`config.mk`:
```
export PLATFORM = sky130hd
export DESIGN_NAME = rational_add_sub_compare_flat
export DESIGN_NICKNAME = d
export VERILOG_FILES = /design/src/sv/rasc_pkg.sv /design/src/sv/rasc_if.sv /design/src/sv/rational_add_sub_compare.sv /design/src/flat_wrapper.sv
export SDC_FILE = /design/constraint.sdc
export NUM_CORES = 2
export LEC_CHECK = 0
export BUFFER_PORTS_ARGS = -buffer_cell sky130_fd_sc_hd__buf_2
export CORE_ASPECT_RATIO = 1.4
export CORE_MARGIN = 8
export CORE_UTILIZATION = 47
export CTS_CLUSTER_SIZE = 30
export DETAILED_ROUTE_END_ITERATION = 12
export PLACE_DENSITY_LB_ADDON = 0.2
export SKIP_LAST_GASP = 1
export SLEW_MARGIN = 20
export SYNTH_ARGS = -nofsm -noshare
export SYNTH_HDL_FRONTEND = slang
export SYNTH_SLANG_ARGS = --single-unit
```
`constraint.sdc`:
```
create_clock -name clock -period 20.1 [get_ports clock]
set_input_delay 0 -clock clock [delete_from_list [all_inputs] [get_ports clock]]
set_output_delay 0 -clock clock [all_outputs]
set_load 0.05 [all_outputs]
```
`src/sv/rasc_pkg.sv`:
```
`timescale 1ns / 1ps
`default_nettype none
package rasc_pkg;

   localparam int WORD_BITS_DEFAULT = 32;
   localparam int DATA_BITS = 32;
   localparam int WIDE_BITS = 64;

   localparam logic [1:0] FUNC_ADD   = 2'd0;
   localparam logic [1:0] FUNC_SUB   = 2'd1;
   localparam logic [1:0] FUNC_CMP   = 2'd2;
   localparam logic [1:0] FUNC_SPARE = 2'd3;

   localparam logic [1:0] STATUS_OK        = 2'd0;
   localparam logic [1:0] STATUS_ZERO_DEN  = 2'd1;
   localparam logic [1:0] STATUS_OVERFLOW  = 2'd2;

endpackage
`default_nettype wire

```
`src/sv/rasc_if.sv`:
```
`timescale 1ns / 1ps
`default_nettype none
interface rasc_req_if;
   logic               valid;
   logic               ready;
   logic [1:0]         func;
   logic signed [31:0] lhs_numerator;
   logic signed [31:0] lhs_denominator;
   logic signed [31:0] rhs_numerator;
   logic signed [31:0] rhs_denominator;

   modport source (output valid, func, lhs_numerator, lhs_denominator,
                   rhs_numerator, rhs_denominator, input ready);
   modport sink   (input valid, func, lhs_numerator, lhs_denominator,
                   rhs_numerator, rhs_denominator, output ready);
endinterface

interface rasc_rsp_if;
   logic               valid;
   logic               ready;
   logic signed [31:0] result_numerator;
   logic [30:0]        result_denominator;
   logic               equal_flag;
   logic [1:0]         status;

   modport source (output valid, result_numerator, result_denominator, equal_flag,
                   status, input ready);
   modport sink   (input valid, result_numerator, result_denominator, equal_flag,
                   status, output ready);
endinterface
`default_nettype wire

```
`src/sv/rational_add_sub_compare.sv`:
```
`timescale 1ns / 1ps
`default_nettype none
// Adds, subtracts or compares two signed fractions, one beat at a time. A 64-bit restoring
// divider (one quotient bit a cycle) runs the Euclidean GCD of the denominators, two
// quotients, the GCD of the result and the common denominator, and two reducing divisions;
// a 32x32 multiplier forms the common denominator and the scaled terms. A compare skips the
// second GCD and its divisions; a zero denominator skips the GCDs, divisions and products.
// The result waits in an output register, so a stalled result holds the block only once the
// next item has finished as well. req.ready is high only while no item is at work.
module rational_add_sub_compare #(
   parameter int WORD_BITS = rasc_pkg::WORD_BITS_DEFAULT
) (
   input wire logic   clock,
   input wire logic   reset,
   rasc_req_if.sink   req,
   rasc_rsp_if.source rsp
);

   localparam int W = rasc_pkg::WIDE_BITS;
   localparam int D = rasc_pkg::DATA_BITS;
   localparam logic [W-1:0] LIM = W'(1) << (WORD_BITS - 1);

   localparam logic [3:0] ST_IDLE  = 4'd0;
   localparam logic [3:0] ST_GTEST = 4'd1;
   localparam logic [3:0] ST_GDIV  = 4'd2;
   localparam logic [3:0] ST_DV1   = 4'd3;
   localparam logic [3:0] ST_DV2   = 4'd4;
   localparam logic [3:0] ST_MUL0  = 4'd5;
   localparam logic [3:0] ST_MUL1  = 4'd6;
   localparam logic [3:0] ST_MUL2  = 4'd7;
   localparam logic [3:0] ST_COMB  = 4'd8;
   localparam logic [3:0] ST_DV3   = 4'd9;
   localparam logic [3:0] ST_DV4   = 4'd10;
   localparam logic [3:0] ST_FIN   = 4'd11;
   localparam logic [3:0] ST_OUT   = 4'd12;

   logic [3:0]   state_ff, state_in;
   logic [W-1:0] a_ff, a_in, b_ff, b_in;
   logic         pass_ff, pass_in;
   logic [1:0]   op_ff, op_in;
   logic [D-1:0] n1a_ff, n1a_in, n2a_ff, n2a_in, d1a_ff, d1a_in, d2a_ff, d2a_in;
   logic         s1neg_ff, s1neg_in, s2neg_ff, s2neg_in;
   logic [D-1:0] q1_ff, q1_in, q2_ff, q2_in;
   logic [W-1:0] prod_ff, prod_in, lcm_ff, lcm_in, m1_ff, m1_in, mag_ff, mag_in;
   logic [W-1:0] rn_ff, rn_in;
   logic         neg_ff, neg_in;

   logic [W-1:0] dv_r_ff, dv_r_in;
   logic [W-1:0] dv_q_ff, dv_q_in, dv_d_ff, dv_d_in;
   logic [6:0]   dv_cnt_ff, dv_cnt_in;
   logic         dv_done;

   logic signed [31:0] w_num_ff, w_num_in;
   logic [30:0]        w_den_ff, w_den_in;
   logic               w_eq_ff, w_eq_in;
   logic [1:0]         w_st_ff, w_st_in;

   logic               o_valid_ff, o_valid_in;
   logic signed [31:0] o_num_ff, o_num_in;
   logic [30:0]        o_den_ff, o_den_in;
   logic               o_eq_ff, o_eq_in;
   logic [1:0]         o_st_ff, o_st_in;

   logic         dv_start;
   logic [W-1:0] dv_num, dv_den;
   logic [D-1:0] mul_a, mul_b;
   logic [W:0]   dv_t;
   logic         n1neg, n2neg;
   logic         ovf;

   assign dv_done = (dv_cnt_ff == 7'd0);
   assign dv_t    = {dv_r_ff, dv_q_ff[W-1]};

   always_comb begin
      mul_a = q2_ff;
      mul_b = d2a_ff;
      case (state_ff)
         ST_MUL1: begin
            mul_a = n1a_ff;
            mul_b = q1_ff;
         end
         ST_MUL2: begin
            mul_a = n2a_ff;
            mul_b = q2_ff;
         end
         default: begin
            mul_a = q2_ff;
            mul_b = d2a_ff;
         end
      endcase
   end

   always_comb begin
      state_in = state_ff;
      a_in = a_ff; b_in = b_ff; pass_in = pass_ff; op_in = op_ff;
      n1a_in = n1a_ff; n2a_in = n2a_ff; d1a_in = d1a_ff; d2a_in = d2a_ff;
      s1neg_in = s1neg_ff; s2neg_in = s2neg_ff;
      q1_in = q1_ff; q2_in = q2_ff;
      prod_in = W'(mul_a) * W'(mul_b);
      lcm_in = lcm_ff; m1_in = m1_ff; mag_in = mag_ff; rn_in = rn_ff; neg_in = neg_ff;
      w_num_in = w_num_ff; w_den_in = w_den_ff; w_eq_in = w_eq_ff; w_st_in = w_st_ff;
      o_valid_in = o_valid_ff;
      o_num_in = o_num_ff; o_den_in = o_den_ff; o_eq_in = o_eq_ff; o_st_in = o_st_ff;
      dv_start = 1'b0;
      dv_num = a_ff;
      dv_den = b_ff;
      n1neg = s1neg_ff && (m1_ff != '0);
      n2neg = s2neg_ff && (prod_ff != '0);
      ovf = 1'b0;

      if (rsp.ready) begin
         o_valid_in = 1'b0;
      end

      case (state_ff)
         ST_IDLE: begin
            if (req.valid) begin
               op_in = req.func;
               n1a_in = req.lhs_numerator[31] ? D'(-req.lhs_numerator) : req.lhs_numerator;
               n2a_in = req.rhs_numerator[31] ? D'(-req.rhs_numerator) : req.rhs_numerator;
               d1a_in = req.lhs_denominator[31] ? D'(-req.lhs_denominator)
                                                : req.lhs_denominator;
               d2a_in = req.rhs_denominator[31] ? D'(-req.rhs_denominator)
                                                : req.rhs_denominator;
               s1neg_in = req.lhs_numerator[31] ^ req.lhs_denominator[31];
               s2neg_in = req.rhs_numerator[31] ^ req.rhs_denominator[31];
               a_in = W'(d1a_in);
               b_in = W'(d2a_in);
               pass_in = 1'b0;
               w_num_in = '0; w_den_in = '0; w_eq_in = 1'b0; w_st_in = rasc_pkg::STATUS_OK;
               if (req.lhs_denominator == '0 || req.rhs_denominator == '0) begin
                  w_st_in = rasc_pkg::STATUS_ZERO_DEN;
                  state_in = ST_OUT;
               end else begin
                  state_in = ST_GTEST;
               end
            end
         end
         ST_GTEST: begin
            dv_start = 1'b1;
            if (b_ff == '0) begin
               if (!pass_ff) begin
                  dv_num = W'(d2a_ff);
                  dv_den = a_ff;
                  state_in = ST_DV1;
               end else begin
                  dv_num = mag_ff;
                  dv_den = a_ff;
                  state_in = ST_DV3;
               end
            end else begin
               state_in = ST_GDIV;
            end
         end
         ST_GDIV: begin
            if (dv_done) begin
               a_in = b_ff;
               b_in = dv_r_ff;
               state_in = ST_GTEST;
            end
         end
         ST_DV1: begin
            if (dv_done) begin
               q1_in = dv_q_ff[D-1:0];
               dv_start = 1'b1;
               dv_num = W'(d1a_ff);
               dv_den = a_ff;
               state_in = ST_DV2;
            end
         end
         ST_DV2: begin
            if (dv_done) begin
               q2_in = dv_q_ff[D-1:0];
               state_in = ST_MUL0;
            end
         end
         ST_MUL0: state_in = ST_MUL1;
         ST_MUL1: begin
            lcm_in = prod_ff;
            state_in = ST_MUL2;
         end
         ST_MUL2: begin
            m1_in = prod_ff;
            state_in = ST_COMB;
         end
         ST_COMB: begin
            if (op_ff != rasc_pkg::FUNC_ADD && op_ff != rasc_pkg::FUNC_SUB) begin
               w_eq_in = (m1_ff == prod_ff) && (n1neg == n2neg);
               state_in = ST_OUT;
            end else begin
               if (op_ff == rasc_pkg::FUNC_SUB) begin
                  n2neg = !n2neg;
               end
               if (n1neg == n2neg) begin
                  mag_in = m1_ff + prod_ff;
                  neg_in = n1neg;
               end else if (m1_ff >= prod_ff) begin
                  mag_in = m1_ff - prod_ff;
                  neg_in = n1neg;
               end else begin
                  mag_in = prod_ff - m1_ff;
                  neg_in = n2neg;
               end
               if (mag_in == '0) begin
                  w_den_in = 31'd1;
                  state_in = ST_OUT;
               end else begin
                  a_in = mag_in;
                  b_in = lcm_ff;
                  pass_in = 1'b1;
                  state_in = ST_GTEST;
               end
            end
         end
         ST_DV3: begin
            if (dv_done) begin
               rn_in = dv_q_ff;
               dv_start = 1'b1;
               dv_num = lcm_ff;
               dv_den = a_ff;
               state_in = ST_DV4;
            end
         end
         ST_DV4: begin
            if (dv_done) begin
               state_in = ST_FIN;
            end
         end
         ST_FIN: begin
            ovf = (dv_q_ff > LIM - W'(1)) || (neg_ff ? (rn_ff > LIM) : (rn_ff > LIM - W'(1)));
            if (ovf) begin
               w_st_in = rasc_pkg::STATUS_OVERFLOW;
            end else begin
               w_num_in = neg_ff ? D'(-rn_ff) : rn_ff[D-1:0];
               w_den_in = dv_q_ff[30:0];
            end
            state_in = ST_OUT;
         end
         ST_OUT: begin
            if (!o_valid_ff || rsp.ready) begin
               o_valid_in = 1'b1;
               o_num_in = w_num_ff;
               o_den_in = w_den_ff;
               o_eq_in = w_eq_ff;
               o_st_in = w_st_ff;
               state_in = ST_IDLE;
            end
         end
         default: state_in = ST_IDLE;
      endcase
   end

   always_comb begin
      dv_r_in = dv_r_ff;
      dv_q_in = dv_q_ff;
      dv_d_in = dv_d_ff;
      dv_cnt_in = dv_cnt_ff;
      if (dv_start) begin
         dv_r_in = '0;
         dv_q_in = dv_num;
         dv_d_in = dv_den;
         dv_cnt_in = 7'(W);
      end else if (!dv_done) begin
         if (dv_t >= {1'b0, dv_d_ff}) begin
            dv_r_in = W'(dv_t - {1'b0, dv_d_ff});
            dv_q_in = {dv_q_ff[W-2:0], 1'b1};
         end else begin
            dv_r_in = dv_t[W-1:0];
            dv_q_in = {dv_q_ff[W-2:0], 1'b0};
         end
         dv_cnt_in = dv_cnt_ff - 7'd1;
      end
   end

   always_ff @(posedge clock) begin
      if (reset) begin
         state_ff <= ST_IDLE;
         o_valid_ff <= 1'b0;
         dv_cnt_ff <= '0;
      end else begin
         state_ff <= state_in;
         o_valid_ff <= o_valid_in;
         dv_cnt_ff <= dv_cnt_in;
      end
   end

   always_ff @(posedge clock) begin
      a_ff <= a_in; b_ff <= b_in; pass_ff <= pass_in; op_ff <= op_in;
      n1a_ff <= n1a_in; n2a_ff <= n2a_in; d1a_ff <= d1a_in; d2a_ff <= d2a_in;
      s1neg_ff <= s1neg_in; s2neg_ff <= s2neg_in;
      q1_ff <= q1_in; q2_ff <= q2_in;
      prod_ff <= prod_in; lcm_ff <= lcm_in; m1_ff <= m1_in; mag_ff <= mag_in;
      rn_ff <= rn_in; neg_ff <= neg_in;
      dv_r_ff <= dv_r_in; dv_q_ff <= dv_q_in; dv_d_ff <= dv_d_in;
      w_num_ff <= w_num_in; w_den_ff <= w_den_in; w_eq_ff <= w_eq_in; w_st_ff <= w_st_in;
      o_num_ff <= o_num_in; o_den_ff <= o_den_in; o_eq_ff <= o_eq_in; o_st_ff <= o_st_in;
   end

   assign req.ready = (state_ff == ST_IDLE);
   assign rsp.valid = o_valid_ff;
   assign rsp.result_numerator = o_num_ff;
   assign rsp.result_denominator = o_den_ff;
   assign rsp.equal_flag = o_eq_ff;
   assign rsp.status = o_st_ff;

endmodule
`default_nettype wire

```
`src/flat_wrapper.sv`:
```
// flat-port wrapper written by rule: the top's interface ports become plain ports
module rational_add_sub_compare_flat 
#(
   parameter int WORD_BITS = rasc_pkg::WORD_BITS_DEFAULT
)
  (clock, reset, req_valid, req_func, req_lhs_numerator, req_lhs_denominator, req_rhs_numerator, req_rhs_denominator, req_ready, rsp_valid, rsp_result_numerator, rsp_result_denominator, rsp_equal_flag, rsp_status, rsp_ready);
  rasc_req_if req_i ();
  rasc_rsp_if rsp_i ();
  input wire logic clock;
  input wire logic reset;
  input wire logic [$bits(req_i.valid)-1:0] req_valid;
  input wire logic [$bits(req_i.func)-1:0] req_func;
  input wire logic [$bits(req_i.lhs_numerator)-1:0] req_lhs_numerator;
  input wire logic [$bits(req_i.lhs_denominator)-1:0] req_lhs_denominator;
  input wire logic [$bits(req_i.rhs_numerator)-1:0] req_rhs_numerator;
  input wire logic [$bits(req_i.rhs_denominator)-1:0] req_rhs_denominator;
  output wire logic [$bits(req_i.ready)-1:0] req_ready;
  output wire logic [$bits(rsp_i.valid)-1:0] rsp_valid;
  output wire logic [$bits(rsp_i.result_numerator)-1:0] rsp_result_numerator;
  output wire logic [$bits(rsp_i.result_denominator)-1:0] rsp_result_denominator;
  output wire logic [$bits(rsp_i.equal_flag)-1:0] rsp_equal_flag;
  output wire logic [$bits(rsp_i.status)-1:0] rsp_status;
  input wire logic [$bits(rsp_i.ready)-1:0] rsp_ready;
  assign req_i.valid = req_valid;
  assign req_i.func = req_func;
  assign req_i.lhs_numerator = req_lhs_numerator;
  assign req_i.lhs_denominator = req_lhs_denominator;
  assign req_i.rhs_numerator = req_rhs_numerator;
  assign req_i.rhs_denominator = req_rhs_denominator;
  assign req_ready = req_i.ready;
  assign rsp_valid = rsp_i.valid;
  assign rsp_result_numerator = rsp_i.result_numerator;
  assign rsp_result_denominator = rsp_i.result_denominator;
  assign rsp_equal_flag = rsp_i.equal_flag;
  assign rsp_status = rsp_i.status;
  assign rsp_i.ready = rsp_ready;
  rational_add_sub_compare #(.WORD_BITS(WORD_BITS)) u_core (.clock(clock), .reset(reset), .req(req_i), .rsp(rsp_i));
endmodule
```
==> results.md <==
* Detailed Route Iter0 Violations at 7360
* YS warnings at 0
* Cells after Synth at 9220
* Final setup viols at 0
* Worst EP arrival at 12.43 ns
* GRT Residual Overflow at 0
* Crit Path Category: register to register
* Crit path capture type: register
* Routed Antenna Nets at 0
* Drt drc at 0
* Minimum clock period at 11.77 ns
* Setup crit start kind: register
* Setup_tns at 0 ns
* Area contributors post-synth: edfxtp_1, fa_1, ha_1
* Top-area cell type share of the netlist area at 28.7%
* Die W at 382 um
* Vias in the first global route at 76200
* Fmax at 84.9 MHz
* Worst path max stage delay at 0.80 ns
* CP most frequent cell: fa_1
* Clk slew on worst S/H paths at 0.07 ns
* CP required at 20.76 ns
* Mapped cell area at 88000 um^2
* Clock sink count at 982
* Buffers on Ports at 201
* Routability cong. at 1.01
* Clock Path Buffers at 3
* Period utilisation layout at 58.6%
* Post-Syn Nets at 10800
* Worst R2R Start: u_core.state_ff[3]
* Area leader, netlist: edfxtp_1
* CP max FO at 61
* DP HPWL at 307 mm
* Fill count at 17200
* Wire length per cell at 32.5 um
* Max_slew headroom at 16.6%
* Die height at 528 um
* Maxcap violations at 0
* Status: complete, no violations
* CTS tree: yes
* Share of cells above drive strength 1 at 7.72%
* Area delta synth->final at 11.4%
* Initial antenna violation count at 23
* RSZ-0062 raised after global routing: no
* Drt pass-1 iters at 6
* Synth Register Bits at 982
* Largest net degree at the start of global routing at 129
* Commonest cells post-synth: inv_1, nand2_1, nor2_1
* Fin. max-slew vios at 0
* Final Hold Fails at 0
* CTS root buf: clkbuf_16
* Top routing layer in use: met5
* Yosys cell types at 94
* Metal-1 WL at 133 mm
* Routed WL at 390 mm
* First-pass GRT wire length at 551 mm
* CTS H-tree lvls at 3
* HP Class: primary input to register
* Avg Cell Area, Syn at 9.54 um^2
* Row count at 188
* Slowest cell on crit path: dfxtp_1
* Fin nets at 11000
* Via count at 74500
* Metal2 WL at 187 mm
* Drt via density at 6.21
* Die area at 201000 um^2
* Routed met3 length at 27.1 mm
* Worst Setup SP: u_core.state_ff[3]
* GRT Util Overall at 37.8%
* Number of enable flip-flop cells after synthesis at 842
* Post-cts resize count at 0
* Top-level port count at 202
* Worst skew pair latency at 0.79 ns
* Top_reg_cell synth: edfxtp_1
* Asr flop ratio synth at 0%
* Measured slew at the worst slew-check pin at 1.23 ns
* Most common cell in the synthesized netlist: inv_1
* Core area at 187000 um^2
* Hold_sp: req_func[0]
* Register area share after synthesis at 31.9%
* CTS Buf Count at 101
* Clock Skew at 0.109 ns
* Initial Utilization at 47.1%
state kept, by name, summed over array words and instances, names as in the netlist, 64 cells and up:
signal	flops
u_core.b_ff	64
u_core.prod_ff	64
u_core.mag_ff	64
u_core.dv_q_ff	64
u_core.dv_d_ff	64
u_core.m1_ff	64
u_core.rn_ff	64
u_core.lcm_ff	64
u_core.dv_r_ff	64
u_core.a_ff	64
per-stage QoR:
stage | hold WS [ns] | setup WS, ns | cell area [um^2] | util, % | instances
after floorplan | 0.0989 | 9.83 | 88000 | - | 9220
after global placement | 0.199 | 8.52 | 91900 | 49.2 | 11600
after detailed placement | 0.204 | 8.45 | 92000 | 49.3 | 11600
after CTS | 0.0175 | 8.39 | 97900 | 52.4 | 12000
after global routing | 0.0623 | 7.88 | 98000 | 52.5 | 12000
final | 0.0729 | 8.33 | 98000 | 52.5 | 12000
kinds of logic after synthesis:
family                     count (synthesis)  share of synthesized area (%)
DFF                                      982                           31.9
and+or+nand+nor                         2798                           14.3
muxes                                     52                          0.593
AOI/OAI and AO/OA                       1979                           14.8
xor gates and xnor gates                 327                           3.27
buffers and inverters                   1657                           7.16
adders and majority gates               1425                           28.0
cell usage in the layout, fill, tap and decap left out, types with 56 or more instances in the layout:
cell type	count
nand4_1	81
nand2_1	1016
buf_2	201
clkbuf_16	104
o221a_2	56
ha_1	524
edfxtp_1	842
fa_1	900
buf_4	167
xnor2_1	226
dfxtp_1	139
xor2_1	91
a22oi_1	70
a31oi_1	58
a21o_1	127
dlygate4sd3_1	239
o21bai_1	57
o31ai_1	87
nand3_1	105
nor3_1	93
a21oi_1	544
a22o_1	65
nor4_1	101
inv_1	1151
or3_1	111
o21ai_0	451
nor2_1	940
nand2b_1	62
critical path: cells and delay by family, from the launching register on:
family,cells,cell delay [ns]
simple gates,5,1.43
buf+inv,6,1.06
xor+xnor,1,0.16
fa+ha+maj,9,4.44
flops,1,0.80
compound gates,11,3.69
what timing repair did:
action                                  CTS  global route
hold buffers                            239             0
hold endpoints to repair                206             0
setup buffers                             0             0
endpoints found under the setup margin    0             0
final timing paths:
path | endpoint | slack (ns) | cells past startpoint
worst max-delay path | u_core.prod_ff[62] | 8.33 | 32
worst min register to register | u_core.rsp.result_numerator[12] | 0.42 | 0
worst max register to register | u_core.prod_ff[62] | 8.33 | 32
worst min-delay path | u_core.op_ff[0] | 0.07 | 2
layout make-up:
class	count	area (um^2)	share of cell area [%]
Multi-Input combinational cell	6581	54200	55.3
Sequential cell	982	28100	28.7
Timing Repair Buffer	610	4720	4.82
Inverter	1160	4360	4.45
Tap cell	2470	3090	3.15
Clock buffer	126	2760	2.81
Clock inverter	62	788	0.804
Antenna cell	7	17.5	0.0179
layer usage:
metal	vias up	global-route usage [%]
li1	31900	-
met1	37600	41.5
met2	3789	63.8
met3	1263	5.88
met4	10	32.9
met5	-	0
Power is left out: the tool's default activity adds up to more than one toggle a clock period on the data nets, which glitch-free logic cannot reach.
